$ cat src/sdtq_pkg.sv
// Package: shared types and constants for the sorted delay timer queue.
`timescale 1ns / 1ps
package sdtq_pkg;
  localparam int QUEUE_DEPTH = 16;
  localparam int IDX_W = $clog2(QUEUE_DEPTH);
  localparam int CNT_W = $clog2(QUEUE_DEPTH + 1);
  localparam int TICK_W = 31;
  localparam int TASK_W = 8;
  localparam logic [TICK_W-1:0] TICK_MAX = {TICK_W{1'b1}};

  typedef enum logic [2:0] {
    FUNC_TIME  = 3'd0,
    FUNC_DELAY = 3'd1,
    FUNC_UNTIL = 3'd2,
    FUNC_TICK  = 3'd3
  } func_t;

  typedef enum logic [1:0] {
    ST_OK      = 2'd0,
    ST_NEG     = 2'd1,
    ST_FULL    = 2'd2,
    ST_INVALID = 2'd3
  } status_t;

  // Controller to datapath.
  typedef struct packed {
    logic       load_req;   // capture request fields
    logic       tick_inc;   // saturating advance of now
    logic       scan_top;   // scan index to entry count, capture new wake
    logic       shift_up;   // move entry at scan-1 into scan, scan decrements
    logic       write_new;  // write new entry at scan index, count++
    logic       pop_front;  // drop head entry (one-step shift down)
  } dp_cmd_t;

  // Datapath to controller.
  typedef struct packed {
    logic       full;
    logic       empty;
    logic       scan_end;   // scan index at zero
    logic       scan_le;    // entry below scan index <= new wake
    logic       head_due;   // head wake <= now
    logic       negative;
  } dp_stat_t;
endpackage

$ cat src/sdtq_if.sv
// Interfaces: valid/ready request and reply channels.
`timescale 1ns / 1ps
interface sdtq_req_if;
  logic        valid;
  logic        ready;
  logic [2:0]  func;
  logic [7:0]  requester;
  logic signed [31:0] ticks;
  modport source (output valid, func, requester, ticks, input ready);
  modport sink (input valid, func, requester, ticks, output ready);
endinterface

interface sdtq_rsp_if;
  logic        valid;
  logic        ready;
  logic [7:0]  reply_to;
  logic [30:0] reply_time;
  logic [1:0]  status;
  logic        last;
  modport source (output valid, reply_to, reply_time, status, last, input ready);
  modport sink (input valid, reply_to, reply_time, status, last, output ready);
endinterface

$ cat src/sorted_delay_timer_queue_unit.sv
// Top level: sorted delay timer queue with request and reply channels.
`timescale 1ns / 1ps
// channel | dir | payload
// req     | in  | func[2:0], requester[7:0], ticks[31:0] signed
// rsp     | out | reply_to[7:0], reply_time[30:0], status[1:0], last
// One request at a time: ready is high only in idle.
// Query, invalid or rejected delay or until: decode, reply, then wait before the next accept.
// Delay or until: decode, then one shift step per queued entry with a later wake, then the write.
// Tick: decode, one reply per expired entry, a final reply, then wait; a stalled reply adds its wait.
// Synchronous reset clears the tick count, the entry count and reply valid.
module sorted_delay_timer_queue_unit (
  input logic        clk,
  input logic        rst,
  sdtq_req_if.sink   req,
  sdtq_rsp_if.source rsp
);
  sdtq_pkg::dp_cmd_t  cmd;
  sdtq_pkg::dp_stat_t stat;
  logic [2:0]  func;
  logic [7:0]  requester;
  logic [7:0]  head_task;
  logic [30:0] now_tick;

  sdtq_datapath u_dp (
    .clk, .rst, .cmd, .stat,
    .func_in(req.func), .requester_in(req.requester), .ticks_in(req.ticks),
    .func, .requester, .head_task, .now_tick
  );

  sdtq_ctrl u_ctrl (
    .clk, .rst, .req, .rsp, .cmd, .stat, .func, .requester, .head_task, .now_tick
  );
endmodule

$ cat src/sdtq_datapath.sv
// Datapath: tick counter, sorted entry registers, scan index and request capture.
`timescale 1ns / 1ps
module sdtq_datapath (
  input  logic                          clk,
  input  logic                          rst,
  input  sdtq_pkg::dp_cmd_t             cmd,
  output sdtq_pkg::dp_stat_t            stat,
  input  logic [2:0]                    func_in,
  input  logic [sdtq_pkg::TASK_W-1:0]   requester_in,
  input  logic [31:0]                   ticks_in,
  output logic [2:0]                    func,
  output logic [sdtq_pkg::TASK_W-1:0]   requester,
  output logic [sdtq_pkg::TASK_W-1:0]   head_task,
  output logic [sdtq_pkg::TICK_W-1:0]   now_tick
);
  logic [sdtq_pkg::TICK_W-1:0] entry_wake [sdtq_pkg::QUEUE_DEPTH];
  logic [sdtq_pkg::TASK_W-1:0] entry_task [sdtq_pkg::QUEUE_DEPTH];
  logic [sdtq_pkg::CNT_W-1:0]  count;
  logic [sdtq_pkg::CNT_W-1:0]  scan;
  logic [31:0]                 ticks;
  logic [sdtq_pkg::TICK_W-1:0] wake;
  logic [sdtq_pkg::TICK_W:0]   wake_sum;
  logic [sdtq_pkg::IDX_W-1:0]  sidx;
  logic [sdtq_pkg::IDX_W-1:0]  sprev;

  assign wake_sum = {1'b0, now_tick} + {1'b0, ticks[sdtq_pkg::TICK_W-1:0]};
  assign sidx = scan[sdtq_pkg::IDX_W-1:0];
  assign sprev = sidx - 1'b1;

  assign stat.full = (count == sdtq_pkg::CNT_W'(sdtq_pkg::QUEUE_DEPTH));
  assign stat.empty = (count == '0);
  assign stat.scan_end = (scan == '0);
  assign stat.scan_le = (entry_wake[sprev] <= wake);
  assign stat.head_due = (entry_wake[0] <= now_tick);
  assign stat.negative = ticks[31];
  assign head_task = entry_task[0];

  always_ff @(posedge clk) begin
    if (rst) begin
      now_tick <= '0;
      count <= '0;
      scan <= '0;
    end else begin
      if (cmd.tick_inc && now_tick != sdtq_pkg::TICK_MAX) now_tick <= now_tick + 1'b1;
      if (cmd.scan_top) scan <= count;
      else if (cmd.shift_up) scan <= scan - 1'b1;
      if (cmd.write_new) count <= count + 1'b1;
      else if (cmd.pop_front) count <= count - 1'b1;
    end
  end

  // Insert: walk down from count, shifting later wakes up, then write the gap.
  always_ff @(posedge clk) begin
    if (cmd.load_req) begin
      func <= func_in;
      requester <= requester_in;
      ticks <= ticks_in;
    end
    if (cmd.scan_top) begin
      if (func == sdtq_pkg::FUNC_DELAY)
        wake <= wake_sum[sdtq_pkg::TICK_W] ? sdtq_pkg::TICK_MAX
                                           : wake_sum[sdtq_pkg::TICK_W-1:0];
      else
        wake <= ticks[sdtq_pkg::TICK_W-1:0];
    end
    if (cmd.shift_up) begin
      entry_wake[sidx] <= entry_wake[sprev];
      entry_task[sidx] <= entry_task[sprev];
    end else if (cmd.write_new) begin
      entry_wake[sidx] <= wake;
      entry_task[sidx] <= requester;
    end else if (cmd.pop_front) begin
      for (int i = 0; i < sdtq_pkg::QUEUE_DEPTH - 1; i++) begin
        entry_wake[i] <= entry_wake[i+1];
        entry_task[i] <= entry_task[i+1];
      end
    end
  end
endmodule

$ cat src/sdtq_ctrl.sv
// Controller: request decode, insert shift sequencing and tick reply sequencing.
`timescale 1ns / 1ps
module sdtq_ctrl (
  input  logic                          clk,
  input  logic                          rst,
  sdtq_req_if.sink                      req,
  sdtq_rsp_if.source                    rsp,
  output sdtq_pkg::dp_cmd_t             cmd,
  input  sdtq_pkg::dp_stat_t            stat,
  input  logic [2:0]                    func,
  input  logic [sdtq_pkg::TASK_W-1:0]   requester,
  input  logic [sdtq_pkg::TASK_W-1:0]   head_task,
  input  logic [sdtq_pkg::TICK_W-1:0]   now_tick
);
  typedef enum logic [2:0] {
    S_IDLE, S_DECODE, S_SHIFT, S_EXPIRE, S_REPLY, S_WAIT
  } state_t;

  state_t state;
  logic   rsp_valid;
  logic [7:0] rsp_to;
  logic [sdtq_pkg::TICK_W-1:0] rsp_time;
  logic [1:0] rsp_status;
  logic   rsp_last;
  logic   out_free;
  logic   rsp_load;
  logic   expire_head;
  sdtq_pkg::status_t reply_code;

  assign req.ready = (state == S_IDLE);
  assign rsp.valid = rsp_valid;
  assign rsp.reply_to = rsp_to;
  assign rsp.reply_time = rsp_time;
  assign rsp.status = rsp_status;
  assign rsp.last = rsp_last;
  assign out_free = !rsp_valid || rsp.ready;
  assign expire_head = !stat.empty && stat.head_due;

  always_comb begin
    cmd = '0;
    rsp_load = 1'b0;
    priority if (func == sdtq_pkg::FUNC_TIME || func == sdtq_pkg::FUNC_TICK)
      reply_code = sdtq_pkg::ST_OK;
    else if (func == sdtq_pkg::FUNC_DELAY || func == sdtq_pkg::FUNC_UNTIL) begin
      if (stat.negative) reply_code = sdtq_pkg::ST_NEG;
      else reply_code = sdtq_pkg::ST_FULL;
    end else reply_code = sdtq_pkg::ST_INVALID;
    unique case (state)
      S_IDLE: cmd.load_req = req.valid;
      S_DECODE: begin
        cmd.scan_top = 1'b1;
        cmd.tick_inc = (func == sdtq_pkg::FUNC_TICK);
      end
      S_SHIFT: begin
        if (stat.scan_end || stat.scan_le) cmd.write_new = 1'b1;
        else cmd.shift_up = 1'b1;
      end
      S_EXPIRE: begin
        rsp_load = out_free;
        cmd.pop_front = out_free && expire_head;
      end
      S_REPLY: rsp_load = out_free;
      default: ;
    endcase
  end

  always_ff @(posedge clk) begin
    if (rst) begin
      state <= S_IDLE;
      rsp_valid <= 1'b0;
    end else begin
      if (rsp_load) rsp_valid <= 1'b1;
      else if (rsp.ready) rsp_valid <= 1'b0;
      // Hold the reply time so a later tick cannot move a waiting reply.
      if (rsp_load) begin
        rsp_time <= now_tick;
        if (state == S_EXPIRE && expire_head) begin
          rsp_to <= head_task;
          rsp_status <= sdtq_pkg::ST_OK;
          rsp_last <= 1'b0;
        end else begin
          rsp_to <= requester;
          rsp_status <= reply_code;
          rsp_last <= 1'b1;
        end
      end
      unique case (state)
        S_IDLE: if (req.valid) state <= S_DECODE;
        S_DECODE: begin
          priority if (func == sdtq_pkg::FUNC_TIME) state <= S_REPLY;
          else if (func == sdtq_pkg::FUNC_TICK) state <= S_EXPIRE;
          else if (func == sdtq_pkg::FUNC_DELAY || func == sdtq_pkg::FUNC_UNTIL) begin
            if (stat.negative || stat.full) state <= S_REPLY;
            else state <= S_SHIFT;
          end else state <= S_REPLY;
        end
        S_SHIFT: if (stat.scan_end || stat.scan_le) state <= S_IDLE;
        S_EXPIRE: if (out_free && !expire_head) state <= S_WAIT;
        S_REPLY: if (out_free) state <= S_WAIT;
        S_WAIT: state <= S_IDLE;
        default: state <= S_IDLE;
      endcase
    end
  end

  a_ready_idle: assert property (@(posedge clk) disable iff (rst)
    req.ready |-> !(state == S_SHIFT)) else $error("ready while shifting");
  a_hold: assert property (@(posedge clk) disable iff (rst)
    rsp.valid && !rsp.ready |=> rsp.valid) else $error("reply dropped");
  a_stable: assert property (@(posedge clk) disable iff (rst)
    rsp.valid && !rsp.ready |=>
      $stable({rsp.reply_to, rsp.reply_time, rsp.status, rsp.last}))
    else $error("reply changed while waiting");
  a_noins_full: assert property (@(posedge clk) disable iff (rst)
    cmd.write_new |-> !stat.full) else $error("insert into full queue");
  a_pop_nonempty: assert property (@(posedge clk) disable iff (rst)
    cmd.pop_front |-> !stat.empty) else $error("pop from empty queue");
endmodule
$ cat src/flat_wrapper.sv
// flat-port wrapper written by rule: the top's interface ports become plain ports
module sorted_delay_timer_queue_unit_flat 
  (clk, rst, req_valid, req_func, req_requester, req_ticks, req_ready, rsp_valid, rsp_reply_to, rsp_reply_time, rsp_status, rsp_last, rsp_ready);
  sdtq_req_if req_i ();
  sdtq_rsp_if rsp_i ();
  input logic clk;
  input logic rst;
  input wire logic [$bits(req_i.valid)-1:0] req_valid;
  input wire logic [$bits(req_i.func)-1:0] req_func;
  input wire logic [$bits(req_i.requester)-1:0] req_requester;
  input wire logic [$bits(req_i.ticks)-1:0] req_ticks;
  output wire logic [$bits(req_i.ready)-1:0] req_ready;
  output wire logic [$bits(rsp_i.valid)-1:0] rsp_valid;
  output wire logic [$bits(rsp_i.reply_to)-1:0] rsp_reply_to;
  output wire logic [$bits(rsp_i.reply_time)-1:0] rsp_reply_time;
  output wire logic [$bits(rsp_i.status)-1:0] rsp_status;
  output wire logic [$bits(rsp_i.last)-1:0] rsp_last;
  input wire logic [$bits(rsp_i.ready)-1:0] rsp_ready;
  assign req_i.valid = req_valid;
  assign req_i.func = req_func;
  assign req_i.requester = req_requester;
  assign req_i.ticks = req_ticks;
  assign req_ready = req_i.ready;
  assign rsp_valid = rsp_i.valid;
  assign rsp_reply_to = rsp_i.reply_to;
  assign rsp_reply_time = rsp_i.reply_time;
  assign rsp_status = rsp_i.status;
  assign rsp_last = rsp_i.last;
  assign rsp_i.ready = rsp_ready;
  sorted_delay_timer_queue_unit u_core (.clk(clk), .rst(rst), .req(req_i), .rsp(rsp_i));
endmodule
$ cat config.mk
export PLATFORM = sky130hd
export DESIGN_NAME = sorted_delay_timer_queue_unit_flat
export DESIGN_NICKNAME = d
export VERILOG_FILES = /design/src/sdtq_pkg.sv /design/src/sdtq_if.sv /design/src/sorted_delay_timer_queue_unit.sv /design/src/sdtq_datapath.sv /design/src/sdtq_ctrl.sv /design/src/flat_wrapper.sv
export SDC_FILE = /design/constraint.sdc
export NUM_CORES = 2
export LEC_CHECK = 0
export BUFFER_PORTS_ARGS = -buffer_cell sky130_fd_sc_hd__buf_2
export CAP_MARGIN = 5
export CORE_ASPECT_RATIO = 0.8
export CORE_MARGIN = 3
export CORE_UTILIZATION = 60
export DETAILED_ROUTE_END_ITERATION = 8
export PLACE_DENSITY = 0.85
export SKIP_CTS_REPAIR_TIMING = 1
export SLEW_MARGIN = 5
export SYNTH_ARGS = -nofsm -noshare
export SYNTH_HDL_FRONTEND = slang
export SYNTH_SLANG_ARGS = --single-unit
$ cat constraint.sdc
create_clock -name clk -period 13.47 [get_ports clk]
set_input_delay 1.347 -clock clk [delete_from_list [all_inputs] [get_ports clk]]
set_output_delay 1.347 -clock clk [all_outputs]
set_load 0.05 [all_outputs]
==> metrics.txt <==
Layout fillers 4312; Worst EP required around 14 ns; Sequential Power Share 0.426; row count 83; CTS buffer count 76; WS Path Type flip-flop to flip-flop; core footprint 64500 um^2; Area growth syn-to-layout 8.66%; IO buf count 90; DR iter-0 viols roughly 3500; Final Util 0.662; Final nets 3050; GRT Overall Usage 0.301; routability cong. 0.872; maximum VDD drop between 0.0001 and 0.00015 V; vias in the first global route roughly 27000; Post-Synth Adder-Cell Area 0.0335; Slew HR 0.163; height of the chip 235 um; status completed; grt total ovfl 0; H-tree levels 3; largest net degree at the start of global routing 210; Critical Path End Type flip-flop; Antenna Diode Count 0; smallest hold slack 0.515 ns; Longest Clk Path Bufs 3; worst slew pin tran roughly 1.3 ns; Clk Latency, worst-skew pair about 0.65 ns; Avg Vias per Cell ~7.0; mux share of post-synthesis cell area 0.0923; HPWL after DPL 60100 um; Synth Area in XOR/XNOR 0.0125; cell at the root of the clock tree clkbuf_16; Peak Freq approximately 120 MHz; Post-synth EDFFs between 700 and 800; critical-path maximum fanout 50; DR WL/cell 27.3 um; Reg clk slew, reported paths approximately 0.060 ns; Hold Vio Cnt, Final 0; crit start category flip-flop; Final ANT Viol Nets 0; Die ar. 68600 um^2; num ports slightly above 90; Worst Hold Class flip-flop to flip-flop; first-pass GRT wire length roughly 160000 um; crit path DAT 8.66 ns; initial core utilization 0.609; ys async rst share 0; Max Slew Vio Count 0; iteration count of the initial detailed-routing pass 7; Max-Cap Viols 0; Via Count 26500; fin area roughly 43000 um^2; sequential cell area around 23000 um^2; Pwr Density 169 nW/um^2; combined area of the multi-input logic cells around 15000 um^2; Synth Area in Compound Gates 0.173; detailed-route wire length 104000 um; Placed Area roughly 40000 um^2; Syn Area/Cell 13.5 um^2; Finished Layout Cells 3811; die span in x slightly below 300 um; post-synthesis simple-gate area fraction 0.0657; fraction of the cycle the final worst path needs 0.615; Post-Syn Nets around 3100; DP Cell Count around 3700; Pleak 14.2 nW; switching pwr 0.00208 W; Clock Sinks 785; layout cells sized above 1 0.155; CTS tree yes; cells after synthesis 2915; DRC Markers 0; Net Sw Frac 0.289; post-synthesis sequential area ratio 0.589; Setup violations, final 0; Comb power frac 0.277; synthesized area 39300 um^2; Netlist cell types 75; setup_tns 0 ns; RSZ-0062 raised after global routing no; main combinational cell family by area after synthesis compound AO/OA/AOI/OAI gates; YS warnings 0; initial antenna violation count 0; ys flop type edfxtp_1; number of synthesized register bits 785; Power Internal 0.00512 W; clk_skew approximately 0.026 ns; clock share of power 0.297; Final min period 8.29 ns
## cells by family (layout without fill, tap and decap cells)
group / count (synthesis) / count (layout)
AND/OR/NAND/NOR: 558 / 558
flip-flops: 785 / 785
multiplexers: 166 / 166
adder cells (fa/ha/maj): 104 / 104
AO/OA/AOI/OAI: 929 / 929
XOR/XNOR: 56 / 56
buffers and inverters: 317 / 363
## critical path, stage by stage, from the launching register on
cell and delay (ns):
dfxtp_4 0.83, buf_4 0.83, buf_4 0.89, buf_4 0.73, mux4_2 0.60, nand2_1 0.09, nand2_1 0.06, o21ai_0 0.37
inv_1 0.11, ha_1 0.32, nand4_1 0.19, nor4_1 0.46, a22oi_1 0.20, o211ai_1 0.18, and3_4 0.57, buf_4 0.72
o211ai_2 0.41, o21a_1 0.27
## metal layers
metal	part of all wire	GRT usage	routed length (um)
met5	0	0	0
met4	0.044	0.128	4620
met2	0.46	0.454	47500
met3	0.11	0.0777	11700
met1	0.39	0.418	40300
## synth_stat cells (10+ instances only)
master,count,area share
o21a_1,590,0.11
ha_1,102,0.033
a21oi_1,80,0.010
or3_1,10,0.0016
nand4_1,58,0.0092
xnor2_1,38,0.0085
buf_1,26,0.0025
inv_1,108,0.010
mux4_2,156,0.089
edfxtp_1,740,0.57
nand2_1,269,0.026
clkbuf_1,75,0.0072
a31oi_1,11,0.0018
dfxtp_1,45,0.023
a21o_1,43,0.0082
nor3_1,17,0.0022
buf_2,100,0.013
o211ai_2,39,0.012
o21ai_0,97,0.012
nor2_1,85,0.0081
nand3_1,54,0.0069
xor2_1,18,0.0040
## per-stage QoR
step           power, W  worst slack, ns
3_5_place_dp    0.00506             5.25
2_1_floorplan   0.00464             7.84
6_report        0.00720             5.18
5_1_grt         0.00748             4.54
3_3_place_gp    0.00493             5.40
4_1_cts         0.00719             5.25
## worst paths after layout
path,depth (start not counted),startpoint,slack (ns),endpoint
hold reg to reg,0,u_core.u_dp.now_tick[16]$_SDFFE_PP0P_,0.51,u_core.u_ctrl.rsp.reply_time[16]$_DFFE_PP_
hold / removal,0,u_core.u_dp.now_tick[16]$_SDFFE_PP0P_,0.51,u_core.u_ctrl.rsp.reply_time[16]$_DFFE_PP_
setup / recovery,17,u_core.u_dp.scan[0]$_SDFFE_PP0P_,5.18,u_core.u_dp.entry_wake[13][17]$_DFFE_PP_
setup reg to reg,17,u_core.u_dp.scan[0]$_SDFFE_PP0P_,5.18,u_core.u_dp.entry_wake[13][17]$_DFFE_PP_
## state kept, by name, indices dropped and copies added (netlist names), 8 cells and up
| register | count |
|---|---|
| u_core.u_dp.entry_wake | 496 |
| u_core.u_dp.entry_task | 128 |
| u_core.u_dp.ticks | 32 |
| u_core.u_ctrl.rsp.reply_time | 31 |
| u_core.u_dp.now_tick | 31 |
| u_core.u_dp.wake | 31 |
| u_core.u_ctrl.rsp.reply_to | 8 |
| u_core.u_dp.requester | 8 |
## power by group through the flow
stage               sequential, W  clock [W]  combinational [W]
CTS                       0.00307    0.00215            0.00197
floorplan                 0.00311          0            0.00153
global route              0.00307    0.00225            0.00216
detailed placement        0.00312          0            0.00194
finish                    0.00307    0.00214            0.00199
global placement          0.00312          0            0.00182
## area by class of cell
class / instances / share of cell area
repair buffers: 115 / 0.0155
well taps: 850 / 0.0249
clock buffers: 93 / 0.0471
multi-input cells: 1813 / 0.351
inverters: 108 / 0.00950
clock inverters: 47 / 0.00982
flip-flops and latches: 785 / 0.542
## layout by cell type, fill, tap and decap left out, drive strengths merged, types with 4 or more instances in the layout
master and count:
or2 4, or4 6, nand4 60, inv 114
clkinv 33, nor4 9, and3 9, xor2 18
and2 4, bufinv 7, nor3 17, ha 102
and4 4, mux2 9, mux4 156, a31oi 11
o22a 5, o211ai 47, nor2 85, o21a 590
edfxtp 740, buf 115, nand3 55, o21bai 6
or3 10, xnor2 38, nand2 269, dfxtp 45
o21ai 104, a211oi 8, nand2b 9, clkbuf 93
a21o 43, nor2b 6, a21oi 81
Power figures use the tool's default switching activity.
